File: config.mk
export PLATFORM = sky130hd
export DESIGN_NAME = palette_variant_lru_cache
export DESIGN_NICKNAME = d
export VERILOG_FILES = /design/src/rtl/core/pvlc_pkg.sv /design/src/rtl/core/pvlc_slot_store.sv /design/src/rtl/core/pvlc_victim_sel.sv /design/src/rtl/core/palette_variant_lru_cache.sv
export SDC_FILE = /design/constraint.sdc
export NUM_CORES = 1
export LEC_CHECK = 0
export BUFFER_PORTS_ARGS = -buffer_cell sky130_fd_sc_hd__buf_2
export CAP_MARGIN = 25
export CORE_ASPECT_RATIO = 2
export CORE_MARGIN = 3
export CORE_UTILIZATION = 25
export CTS_BUF_LIST = sky130_fd_sc_hd__clkbuf_8
export DETAILED_ROUTE_END_ITERATION = 7
export GPL_ROUTABILITY_DRIVEN = 0
export GPL_TIMING_DRIVEN = 0
export PLACE_DENSITY = 0.36
export SLEW_MARGIN = 20
export SYNTH_ARGS = -nofsm -noshare
export SYNTH_HDL_FRONTEND = slang
export SYNTH_SLANG_ARGS = --single-unit
File: constraint.sdc
create_clock -name clk_i -period 51.9 [get_ports clk_i]
set_input_delay 15.57 -clock clk_i [delete_from_list [all_inputs] [get_ports clk_i]]
set_output_delay 15.57 -clock clk_i [all_outputs]
set_load 0.01 [all_outputs]
File: src/rtl/core/pvlc_pkg.sv
// ----------------------------------------------------------------------------
// pvlc_pkg : shared types for the palette variant cache
// Holds the packed variant key and the store control word.
// ----------------------------------------------------------------------------
package pvlc_pkg;

  // Action codes carried on the input channel
  localparam logic ACT_LOOKUP     = 1'b0;
  localparam logic ACT_INVALIDATE = 1'b1;

  // Width of the use counter and of each stamp
  localparam int unsigned STAMP_W = 32;
  // Width of the capacity register
  localparam int unsigned CAP_W   = 4;
  // Width of the slot field in a result
  localparam int unsigned SLOT_W  = 3;
  // Shading alpha that turns shading on
  localparam logic [7:0]  SHADE_ON_ALPHA = 8'd255;

  // Variant key beside the palette hash: shading packs red, green, blue,
  // alpha from the low byte up; mode is semi_trans over blend_mode
  typedef struct packed {
    logic [31:0] shading;
    logic [2:0]  mode;
  } key_t;

  // Update request from the top level into the slot store
  typedef struct packed {
    logic clr;    // drop every valid bit
    logic fill;   // write key, hash and stamp, set valid
    logic touch;  // refresh the stamp only
  } store_ctl_t;

endpackage

File: src/rtl/core/pvlc_slot_store.sv
// ----------------------------------------------------------------------------
// pvlc_slot_store : slot registers with parallel tag match
// Keeps valid bits, tags and stamps for each slot and flags every slot whose
// valid tag equals the presented key.
// ----------------------------------------------------------------------------
module pvlc_slot_store #(
  parameter int unsigned ENTRIES = 8,
  parameter int unsigned TAG_W   = 32,
  parameter int unsigned IDX_W   = 3
) (
  input  logic                         clk_i,
  input  logic                         rst_ni,
  input  pvlc_pkg::store_ctl_t         ctl_i,
  input  logic [IDX_W-1:0]             wr_idx_i,
  input  logic [TAG_W-1:0]             key_hash_i,
  input  pvlc_pkg::key_t               key_i,
  input  logic [pvlc_pkg::STAMP_W-1:0] stamp_i,
  output logic [ENTRIES-1:0]           valid_o,
  output logic [ENTRIES-1:0]           match_o,
  output logic [pvlc_pkg::STAMP_W-1:0] stamps_o [ENTRIES]
);

  logic [ENTRIES-1:0]           valid_q;
  logic [TAG_W-1:0]             hash_q  [ENTRIES];
  pvlc_pkg::key_t               key_q   [ENTRIES];
  logic [pvlc_pkg::STAMP_W-1:0] stamp_q [ENTRIES];

  // Clear all on invalidate, set the filled slot's bit
  always_ff @(posedge clk_i or negedge rst_ni) begin
    if (!rst_ni) begin
      valid_q <= '0;
    end else if (ctl_i.clr) begin
      valid_q <= '0;
    end else if (ctl_i.fill) begin
      valid_q[wr_idx_i] <= 1'b1;
    end
  end

  // Write tag and stamp of the target slot
  always_ff @(posedge clk_i) begin
    if (ctl_i.fill) begin
      hash_q[wr_idx_i] <= key_hash_i;
      key_q[wr_idx_i]  <= key_i;
    end
    if (ctl_i.fill || ctl_i.touch) begin
      stamp_q[wr_idx_i] <= stamp_i;
    end
  end

  // Compare every slot against the key
  always_comb begin
    for (int i = 0; i < ENTRIES; i++) begin
      match_o[i]  = valid_q[i] && (hash_q[i] == key_hash_i) && (key_q[i] == key_i);
      stamps_o[i] = stamp_q[i];
    end
  end

  assign valid_o = valid_q;

endmodule

File: src/rtl/core/pvlc_victim_sel.sv
// ----------------------------------------------------------------------------
// pvlc_victim_sel : replacement slot selection
// Counts valid slots, finds the lowest free slot and the valid slot with the
// oldest stamp (lowest index on a tie), and resolves the lowest matching slot.
// ----------------------------------------------------------------------------
module pvlc_victim_sel #(
  parameter int unsigned ENTRIES = 8,
  parameter int unsigned IDX_W   = 3,
  parameter int unsigned CNT_W   = 4
) (
  input  logic [ENTRIES-1:0]           valid_i,
  input  logic [ENTRIES-1:0]           match_i,
  input  logic [pvlc_pkg::STAMP_W-1:0] stamps_i [ENTRIES],
  output logic [CNT_W-1:0]             nvalid_o,
  output logic                         hit_o,
  output logic [IDX_W-1:0]             hit_idx_o,
  output logic [IDX_W-1:0]             free_idx_o,
  output logic [IDX_W-1:0]             old_idx_o
);

  logic [pvlc_pkg::STAMP_W-1:0] best_stamp;
  logic                         found;

  // Count valid slots
  always_comb begin
    nvalid_o = '0;
    for (int i = 0; i < ENTRIES; i++) begin
      nvalid_o = nvalid_o + CNT_W'(valid_i[i]);
    end
  end

  // Pick the lowest matching and the lowest free slot
  always_comb begin
    hit_o      = |match_i;
    hit_idx_o  = '0;
    free_idx_o = '0;
    for (int i = ENTRIES - 1; i >= 0; i--) begin
      if (match_i[i]) begin
        hit_idx_o = IDX_W'(i);
      end
      if (!valid_i[i]) begin
        free_idx_o = IDX_W'(i);
      end
    end
  end

  // Scan for the oldest valid stamp; strict less keeps the lowest on a tie
  always_comb begin
    found      = 1'b0;
    best_stamp = '0;
    old_idx_o  = '0;
    for (int i = 0; i < ENTRIES; i++) begin
      if (valid_i[i] && (!found || (stamps_i[i] < best_stamp))) begin
        found      = 1'b1;
        best_stamp = stamps_i[i];
        old_idx_o  = IDX_W'(i);
      end
    end
  end

endmodule

File: src/rtl/core/palette_variant_lru_cache.sv
// ----------------------------------------------------------------------------
// palette_variant_lru_cache : fully associative LRU cache of texture variants
// Looks up a palette/shading/mode key, refreshes or fills a slot, reports it.
// ----------------------------------------------------------------------------
// Takes one beat per clock while the result side does not stall, and returns
// one result beat per input beat. The beat is captured in an input register,
// then the tag compare over all slots, the oldest-stamp scan and the slot
// update happen together in the cycle that loads the result register, which
// presents the result beat. Back-pressure on the result side stalls the input
// register only when the result register is still full. Capacity (clamped to
// 1..ENTRIES) should change only while idle and together with an invalidate
// beat.
module palette_variant_lru_cache #(
  parameter int unsigned ENTRIES   = 8,
  parameter int unsigned HASH_BITS = 32
) (
  input  logic        clk_i,
  input  logic        rst_ni,
  // configuration
  input  logic        cfg_we_i,
  input  logic [3:0]  cfg_wdata_i,
  // input channel
  input  logic        in_valid_i,
  output logic        in_ready_o,
  input  logic        action_i,
  input  logic [31:0] palette_hash_i,
  input  logic [7:0]  shade_red_i,
  input  logic [7:0]  shade_green_i,
  input  logic [7:0]  shade_blue_i,
  input  logic [7:0]  shade_alpha_i,
  input  logic        semi_trans_i,
  input  logic [1:0]  blend_mode_i,
  // result channel
  output logic        out_valid_o,
  input  logic        out_ready_i,
  output logic        hit_o,
  output logic [2:0]  slot_o,
  output logic        evicted_o
);

  localparam int unsigned TAG_W = (HASH_BITS < 32) ? HASH_BITS : 32;
  localparam int unsigned IDX_W = (ENTRIES > 1) ? $clog2(ENTRIES) : 1;
  localparam int unsigned CNT_W = $clog2(ENTRIES + 1);
  localparam int unsigned CMP_W =
      (CNT_W > pvlc_pkg::CAP_W) ? CNT_W : pvlc_pkg::CAP_W;

  // Capacity register
  logic [pvlc_pkg::CAP_W-1:0] capacity_q;

  always_ff @(posedge clk_i or negedge rst_ni) begin
    if (!rst_ni) begin
      capacity_q <= pvlc_pkg::CAP_W'(8);
    end else if (cfg_we_i) begin
      capacity_q <= cfg_wdata_i;
    end
  end

  // Input register
  logic        item_valid_q;
  logic        action_q;
  logic [31:0] hash_q;
  logic [7:0]  red_q, green_q, blue_q, alpha_q;
  logic        semi_q;
  logic [1:0]  blend_q;
  logic        out_valid_q;
  logic        proc;

  assign proc       = item_valid_q && (!out_valid_q || out_ready_i);
  assign in_ready_o = !item_valid_q || proc;

  always_ff @(posedge clk_i or negedge rst_ni) begin
    if (!rst_ni) begin
      item_valid_q <= 1'b0;
    end else if (in_ready_o) begin
      item_valid_q <= in_valid_i;
    end
  end

  always_ff @(posedge clk_i) begin
    if (in_valid_i && in_ready_o) begin
      action_q <= action_i;
      hash_q   <= palette_hash_i;
      red_q    <= shade_red_i;
      green_q  <= shade_green_i;
      blue_q   <= shade_blue_i;
      alpha_q  <= shade_alpha_i;
      semi_q   <= semi_trans_i;
      blend_q  <= blend_mode_i;
    end
  end

  // Build the key; drop the tint unless shading is on
  pvlc_pkg::key_t   key;
  logic [TAG_W-1:0] key_hash;

  always_comb begin
    key_hash = hash_q[TAG_W-1:0];
    key.mode = {semi_q, blend_q};
    if (alpha_q == pvlc_pkg::SHADE_ON_ALPHA) begin
      key.shading = {pvlc_pkg::SHADE_ON_ALPHA, blue_q, green_q, red_q};
    end else begin
      key.shading = '0;
    end
  end

  // Use counter
  logic [pvlc_pkg::STAMP_W-1:0] use_count_q, use_count_d;

  always_comb begin
    use_count_d = use_count_q;
    if (proc && (action_q == pvlc_pkg::ACT_LOOKUP)) begin
      use_count_d = use_count_q + 1'b1;
    end
  end

  always_ff @(posedge clk_i or negedge rst_ni) begin
    if (!rst_ni) begin
      use_count_q <= '0;
    end else begin
      use_count_q <= use_count_d;
    end
  end

  // Slot store and selection
  pvlc_pkg::store_ctl_t         ctl;
  logic [IDX_W-1:0]             target;
  logic [ENTRIES-1:0]           valid;
  logic [ENTRIES-1:0]           match;
  logic [pvlc_pkg::STAMP_W-1:0] stamps [ENTRIES];
  logic [CNT_W-1:0]             nvalid;
  logic                         hit;
  logic [IDX_W-1:0]             hit_idx, free_idx, old_idx;

  pvlc_slot_store #(
    .ENTRIES (ENTRIES),
    .TAG_W   (TAG_W),
    .IDX_W   (IDX_W)
  ) u_store (
    .clk_i      (clk_i),
    .rst_ni     (rst_ni),
    .ctl_i      (ctl),
    .wr_idx_i   (target),
    .key_hash_i (key_hash),
    .key_i      (key),
    .stamp_i    (use_count_d),
    .valid_o    (valid),
    .match_o    (match),
    .stamps_o   (stamps)
  );

  pvlc_victim_sel #(
    .ENTRIES (ENTRIES),
    .IDX_W   (IDX_W),
    .CNT_W   (CNT_W)
  ) u_victim (
    .valid_i    (valid),
    .match_i    (match),
    .stamps_i   (stamps),
    .nvalid_o   (nvalid),
    .hit_o      (hit),
    .hit_idx_o  (hit_idx),
    .free_idx_o (free_idx),
    .old_idx_o  (old_idx)
  );

  // Clamp capacity to 1..ENTRIES and decide hit, fill or evict
  logic [CMP_W-1:0] eff_cap;
  logic             full;
  logic             res_hit, res_evict;

  always_comb begin
    if (capacity_q == '0) begin
      eff_cap = CMP_W'(1);
    end else if (CMP_W'(capacity_q) > CMP_W'(ENTRIES)) begin
      eff_cap = CMP_W'(ENTRIES);
    end else begin
      eff_cap = CMP_W'(capacity_q);
    end
    full = CMP_W'(nvalid) >= eff_cap;

    ctl       = '0;
    target    = '0;
    res_hit   = 1'b0;
    res_evict = 1'b0;
    if (action_q == pvlc_pkg::ACT_INVALIDATE) begin
      ctl.clr = proc;
    end else if (hit) begin
      res_hit   = 1'b1;
      target    = hit_idx;
      ctl.touch = proc;
    end else begin
      res_evict = full;
      target    = full ? old_idx : free_idx;
      ctl.fill  = proc;
    end
  end

  // Result register
  logic                        hit_q, evicted_q;
  logic [pvlc_pkg::SLOT_W-1:0] slot_q;

  always_ff @(posedge clk_i or negedge rst_ni) begin
    if (!rst_ni) begin
      out_valid_q <= 1'b0;
    end else if (proc) begin
      out_valid_q <= 1'b1;
    end else if (out_ready_i) begin
      out_valid_q <= 1'b0;
    end
  end

  always_ff @(posedge clk_i) begin
    if (proc) begin
      hit_q     <= res_hit;
      evicted_q <= res_evict;
      slot_q    <= pvlc_pkg::SLOT_W'(target);
    end
  end

  assign out_valid_o = out_valid_q;
  assign hit_o       = hit_q;
  assign slot_o      = slot_q;
  assign evicted_o   = evicted_q;

endmodule
# Word-level counts from Yosys, hierarchy flattened
# Memories as Yosys holds them, arrays and structs flattened.
# Cells that the tools add are included.
# word_totals
wordCells	167
in_bits	77
out_inout_bits	7
n_memories	3
reg_bits	119
mem_bits_rw	792
# op_classes
magnitude_cmp	11
n_eq_ne	17
muxes	59
add_sub_neg	8
reduce_logical	51
n_bitwise	2
# mem_list
name	words	word_bits	rd	rd_clocked_by_memory_dff	write_ports	line_no	source
u_store.key_q	8	35	8	0	1	pvlc_slot_store.sv:25	pvlc_pkg::key_t key_q [ENTRIES];
u_store.hash_q	8	32	8	0	1	pvlc_slot_store.sv:24	logic [TAG_W-1:0] hash_q [ENTRIES];
u_store.stamp_q	8	32	8	0	1	pvlc_slot_store.sv:26	logic [pvlc_pkg::STAMP_W-1:0] stamp_q [ENTRIES];
# ops
op	count
2-to-1 mux 32 bit	9
equality test 35 bit	8
equality test 32 bit	8
less-than comparator 32 bit	7
2-to-1 mux 3 bit	23
adder 32 x 1 -> 32 bit, second input constant	1
logical AND 1 bit	27
adder 4 x 1 -> 4 bit	6
2-to-1 mux 1 bit	19
2-to-1 mux 8 bit	2
logical OR 1 bit	10
zero test 1 bit	9
OR reduction 9 bit	1
equality test 8 bit, second input constant	1
2-to-1 mux 4 bit	2
bitwise OR 8 bit	1
OR reduction 8 bit	1
2-to-1 mux 2 bit	3
>= comparator 4 bit	1
greater-than comparator 4 bit, second input constant	1
zero test 4 bit	1
less-than comparator 3 x 4 -> 1 bit, second input constant	1
nonzero test 2 bit	2
demux 1 bit (select 3 bit)	1
other kinds (3)	3

# Depth between registers and ports, before layout
# Gate-level depths: netlist (run 1).
# An unclocked memory read counts as a cell.
# depth
ltp_word	40
depth_mapped	92

# Cells and area by module
# A second synthesis (run 1) with hierarchy kept.
# unflattened
hier_cells	3123
hier_area_um2	43444.2
# by_module_without_submodules
module	cells_each	instances	seq_area_each_um2	area_each_um2
pvlc_slot_store	1715	1	23983.0	30629.4
pvlc_victim_sel	1112	1	0.0	8393.0
palette_variant_lru_cache	296	1	3144.3	4421.7

# Least setup slack after synthesis (run 1)
# No wires, ideal clock.
# synth_timing
path_type	input to output
start	in out_ready_i
end	out in_ready_o
slack_ps	20551
cell_stages	1
arrival_ps	15779
path_cell_list	nand3b_1
# synth_between
elab_chain_cells	3
# synth_lines
element	line_no	source
start, declared	palette_variant_lru_cache.sv:35	input logic out_ready_i,
logical OR 1 bit	palette_variant_lru_cache.sv:68	assign proc = item_valid_q && (!out_valid_q || out_ready_i);
logical AND 1 bit	palette_variant_lru_cache.sv:68	
logical OR 1 bit	palette_variant_lru_cache.sv:69	assign in_ready_o = !item_valid_q || proc;
end, declared	palette_variant_lru_cache.sv:24	output logic in_ready_o,
# No other way between the ends.

# Final worst setup path (run 1)
# Ends and elaborated chain as after synthesis.

==> run metrics, run 1 <==
GRT overflow 0; vias in the first global route 30300; Syn Inst Count 3271; unrepaired setup endpoints after global routing no; Worst VDD drop 0.0000201 V; Finished Layout Cells 6018; number of synthesized register bits 855; overall routing resource usage 0.198; Clock transition at path regs 50 ps; post-synth net total about 3600; fin crit period 31590 ps; Least-Margin Pin Slew 1160 ps; cell total after placement between 5000 and 6000; mean post-synth cell area roughly 13 um2; drc violations 0; FF-to-FF setup slack 25120 ps; die area 174000 um2; die width between 200 and 300 um; Worst Setup Path Type input pin to primary output; CP endpoint kind primary output; Core Footprint 167000 um2; HPWL after detailed placement 138000 um; die outline height between 500 and 600 um; Setup crit start kind input pin; crit path DAT 16020 ps; cts bufs inserted roughly 150; Seq/Total Area, Yosys 0.602; CTS resizes 0; Synth Cell Area 42300 um2; largest net degree at the start of global routing 40; final setup vio count 0; CP Max Fanout 3; Min-Delay Endpoint out_valid_o; status finished clean; CTS tree yes; boundary pin count 84; initial antenna violation count 7; Nets 3958; routed len/inst 29.3 um; clock root buffer clkbuf_8; starting density of the core 0.253; layout cells sized above 1 0.150; min-delay worst type flop to flop; ys flop type edfxtp_1; Area growth syn-to-layout 18.2%; routed vias between 20000 and 30000; final wirelength ~180000 um; Max-Cap Viols 0; final worst path period share 0.609; Setup Buffers After CTS 0; Final Hold Fails 0; first-pass GRT wire length approximately 240000 um; yosys warns 0; async set-or-reset flop fraction in the synthesized netlist 0.0538; post-route antenna net violation count 0; R2R Path End u_store.hash_q[0][2]; Critical R2R Launch u_store.valid_o[0]; min-delay src item_valid_q; EDFF count, synth 809; critical path data required time 36330 ps; Sum Neg Setup Slack 0 ps; R2R depth 92; FP Rows 212; clk_lat worst skew 860 ps; FILL cells about 17000; PortBufs 83; Initial DRC Count ~1500; Via density ~4.8; Min Hold Slack around 500 ps; Lkg Pwr 18.5 nW; CTS max path bufs 4; drt first pass iters 5; H-tree levels 4; Yosys cell types 77; pwr/cell area 45.5 nW/um2; max-slew violations 0; clock sinks 855; Setup Skew 69.6 ps; Hold Path Depth 1; hold_buf cts 0; achievable frequency 0.0317 GHz; Worst slew margin 0.225
[metrics by stage]
step	setup slack, ps	total power, mW	util	instance area [um2]
finish	20310	2.27	0.299	50000
CTS	20300	2.32	0.298	49900
global route	20250	2.42	0.299	50000
global placement	16420	1.70	0.272	45500
floorplan	20550	1.36	-	42300
detailed placement	20310	1.71	0.282	47300
[layout make-up]
class / instances / area [um2] / area share
Clock inverter: 95 / 424 / 0.00849
Antenna cell: 19 / 47.5 / 0.000951
Timing Repair Buffer: 225 / 1800 / 0.0359
Clock buffer: 161 / 2220 / 0.0443
Sequential cell: 855 / 25400 / 0.509
Inverter: 175 / 658 / 0.0132
Buffer: 148 / 612 / 0.0122
Tap cell: 2247 / 2810 / 0.0563
Multi-Input combinational cell: 2093 / 16000 / 0.319
[flip-flops by register name (all words and copies together), names as in the netlist, 2 cells and up]
name / flops
u_store.key_q: 224
u_store.stamp_q: 256
red_q: 8
use_count_q: 32
u_store.hash_q: 256
blend_q: 2
blue_q: 8
u_store.valid_o: 8
alpha_q: 8
hash_q: 32
capacity_q: 4
green_q: 8
slot_o: 3
[synthesized netlist by cell type, types with 65 or more instances]
cell type  count  area, um2
ha_1         226       2830
a21o_1        86        646
clkbuf_1      99        372
nor2_1       226        848
o21ai_0       82        410
nand4_1      122        763
nand2_1      160        601
a31oi_1       86        538
nor3_1        77        385
a21oi_1       95        475
o32ai_1       80        701
inv_1        174        653
xor2_1        97        850
edfxtp_1     809      24300
xnor2_1      309       2710
mux2_2        65        732
[worst max-delay path by stage]
| stage | start | endpoint | slack (ps) | cells after the start |
|---|---|---|---|---|
| floorplan | out_ready_i | in_ready_o | 20550 | 1 |
| global placement | u_store.valid_o[0] | u_store.hash_q[5][15] | 16420 | 84 |
| detailed placement | out_ready_i | in_ready_o | 20310 | 3 |
| CTS | out_ready_i | in_ready_o | 20300 | 3 |
| global route | out_ready_i | in_ready_o | 20250 | 3 |
| finish | out_ready_i | in_ready_o | 20310 | 3 |
[layer usage]
| layer | wire (um) | part of all wire | vias up | global-route usage |
|---|---|---|---|---|
| met3 | 5060 | 0.029 | 392 | 0.0236 |
| met1 | 50600 | 0.29 | 14600 | 0.158 |
| li1 | - | - | 13200 | - |
| met4 | 16500 | 0.094 | 0 | 0.155 |
| met2 | 104000 | 0.59 | 751 | 0.418 |
| met5 | 0 | 0 | - | 0 |
[critical path, cell delays in order]
cell	delay [ps]
buf_2	100
nand3b_1	190
buf_2	160
[placed cells by master, fill, tap and decap left out, types with 12 or more instances in the layout]
master    instances
a211oi_1         16
a21o_1           86
a21oi_1          95
a31oi_1          86
and2_1           18
and3_1           12
buf_1            25
buf_2           111
buf_4            72
buf_6            56
clkbuf_1         95
clkbuf_8        161
clkinv_1         22
dfrtp_1          45
diode_2          19
edfxtp_1        809
ha_1            226
inv_1           238
mux2_2           65
mux2i_1          32
nand2_1         160
nand3_1          28
nand4_1         122
nor2_1          224
nor2b_1          12
nor3_1           66
nor4_1           37
nor4b_1          16
nor4bb_1         64
o211ai_1         17
o21ai_0          82
o31ai_1          12
o32ai_1          75
xnor2_1         287
xnor2_2          22
xor2_1           88
[cell families after synthesis]
kind of cell | count (synthesis) | share of synthesized area
AOI/OAI and AO/OA | 539 | 0.0863
xor gates and xnor gates | 406 | 0.0841
adders and majority gates | 230 | 0.0688
buffers and inverters | 323 | 0.0298
DFF | 855 | 0.602
muxes | 97 | 0.0249
and+or+nand+nor | 821 | 0.104
[where the power goes]
| part | switching (mW) | internal, mW | total [mW] |
|---|---|---|---|
| clock | 0.302 | 0.294 | 0.596 |
| sequential | 0.0320 | 0.810 | 0.842 |
| combinational | 0.531 | 0.303 | 0.834 |
No activity file was read; power rests on OpenSTA's default activity.
==> run 2, diff against run 1 <==
- ABC_AREA: default -> 1
- clock period: 51.9 -> 31.4 ns (I/O delays scaled with it)
==> run metrics, run 2 <==
status finished clean; max-slew violations 0; drt first pass iters 5; Yosys cell types 56; multiplexer share of the synthesized area 0; Sum Neg Setup Slack 0 ps; Initial DRC Count between 1000 and 1500; Worst Setup Path Type flop to flop; Synth Area in Simple Gates 0.115; Clock transition at path regs 70 ps; FILL cells roughly 16000; clock sinks 855; Finished Layout Cells between 5000 and 6000; Setup Skew 84.0 ps; clock root buffer clkbuf_8; combinational group share of total power 0.364; HPWL after detailed placement 121000 um; most common cell in the netlist edfxtp_1; max incr delay on CP 660 ps; Seq pwr share 0.370; Clk pwr share 0.265; P_sw 1.48 mW; yosys warns 0; largest registers u_store.hash_q: 256 flops, u_store.stamp_q: 256 flops, u_store.key_q: 224 flops; initial antenna violation count 3; final core occ 0.296; PortBufs 83; number of synthesized register bits 855; Setup Buffers After CTS 0; drc violations 0; Final Hold Fails 0; post-route antenna net violation count 0; critical path data required time 31890 ps; most common cell after layout, fill and taps aside edfxtp_1; post-synth net total 3550; FF/Latch Area approximately 25000 um2; adder-cell share of the synthesized area 0.0736; vias in the first global route about 29000; Worst slew margin 0.250; Nets 3839; Most Frequent Cell on Critical Path nand2_1; overall routing resource usage 0.190; GRT overflow 0; routed vias 26800; CP endpoint kind flop; die outline height 568 um; Total Power 3.75 mW; EDFF count, synth 809; cell total after placement 5450; cts bufs inserted ~150; async set-or-reset flop fraction in the synthesized netlist 0.0538; Sw Ratio 0.394; Syn Inst Count 3243; first-pass GRT wire length 215000 um; CP Max Fanout 31; die area 163000 um2; Via density 4.70; largest family of logic cells by synthesized area simple AND/OR/NAND/NOR gates; largest net degree at the start of global routing 52; Seq/Total Area, Yosys 0.644; Yosys top cell by area edfxtp_1; min-delay worst type flop to flop; fin crit period 20990 ps; FF-to-FF setup slack 10410 ps; Synth top cells by count edfxtp_1, nand2_1, o21ai_0, ha_1, inv_1; boundary pin count 84; Core Footprint 156000 um2; Setup crit start kind flop; ys flop type edfxtp_1; CTS tree yes; achievable frequency 0.0476 GHz; Max-Cap Viols 0; H-tree levels 4; Least-Margin Pin Slew 1130 ps; Synth Cell Area about 40000 um2; unrepaired setup endpoints after global routing no; crit path DAT 21490 ps; Lkg Pwr 18.2 nW; final worst path period share 0.669; Synth Area in Compound Gates 0.0920; hold_buf cts 0; Area growth syn-to-layout 17.4%; starting density of the core 0.253; xor and xnor area share after synthesis 0.0494; die width 287 um; Crit-path slowest cell clkbuf_1; final wirelength 156000 um; routed len/inst approximately 27 um; Internal 2.27 mW; clk_lat worst skew approximately 850 ps; Worst VDD drop 0.0000292 V; Synth area leaders edfxtp_1, ha_1, nand2_1; mean post-synth cell area 12.2 um2; CTS max path bufs 4; most frequent cells in the layout edfxtp_1, nand2_1, o21ai_0; post-synth top area share 0.615; final setup vio count 0; multi-input logic area 13400 um2; pwr/cell area approximately 80 nW/um2; Min Hold Slack 536 ps; CTS resizes 0; FP Rows 205; layout cells sized above 1 0.111
[run 2: cell count changes after synthesis, moves of 53 or more]
cell      previous run  this run
a31oi_1             86         6
o22ai_1              8        63
mux2_2              65         0
nor2_1             226       104
nor4_1              42        99
o32ai_1             80         0
nor4bb_1            64         0
nand4_1            122        51
o21ai_0             82       309
nand2_1            160       680
xnor2_1            309       147
nor3_1              77        24
a21o_1              86         1
[run 2: power by group through the flow]
stage	sequential (mW)	clock [mW]	combinational, mW
after floorplan	1.39	0	0.866
after global placement	1.43	0	1.38
after detailed placement	1.41	0	1.42
after CTS	1.39	1.04	1.43
after global routing	1.40	1.08	1.57
final	1.39	0.996	1.37
[run 2: path summary, 6_finish.rpt]
check / from / to / depth (start not counted)
setup / recovery: u_store.valid_o[0] / u_store.hash_q[2][8] / 88
hold / removal: out_valid_o / out_valid_o / 2
setup reg to reg: u_store.valid_o[0] / u_store.hash_q[2][8] / 88
hold reg to reg: out_valid_o / out_valid_o / 2
max in group asynchronous: rst_ni / use_count_q[1] / 1
min in group asynchronous: rst_ni / capacity_q[0] / 1
[run 2: routing by layer]
metal,track usage,routed length (um),part of all wire
met5,0,0,0
met1,0.154,45600,0.29
met3,0.0205,3850,0.025
met2,0.400,92900,0.60
met4,0.139,13700,0.088
[run 2: layout make-up]
cell class	count	area share
repair buffers	138	0.0263
clock inverters	90	0.0110
inverters	173	0.0145
multi-input cells	2118	0.288
flip-flops and latches	855	0.549
clock buffers	160	0.0475
plain buffers	97	0.00796
diodes	4	0.000216
well taps	2070	0.0558
[run 2: logic make-up after synthesis]
group,Yosys count
simple gates,1053
compound gates,612
flops,855
xor+xnor,223
fa+ha+maj,230
buf+inv,270
[run 2: worst max-delay path, delay by kind of cell, from the launching register on]
family          cells  cell delay [ps]
simple gates       54             7990
buf+inv            17             7080
fa+ha+maj           7             2540
compound gates     10             2440
flops               1              430
[run 2: metrics by stage]
step | cell area, um2 | setup slack, ps
after floorplan | 39500 | 12380
after global placement | 42500 | 6070
after detailed placement | 43600 | 9710
after CTS | 46400 | 9580
after global routing | 46400 | 7930
final | 46400 | 10410
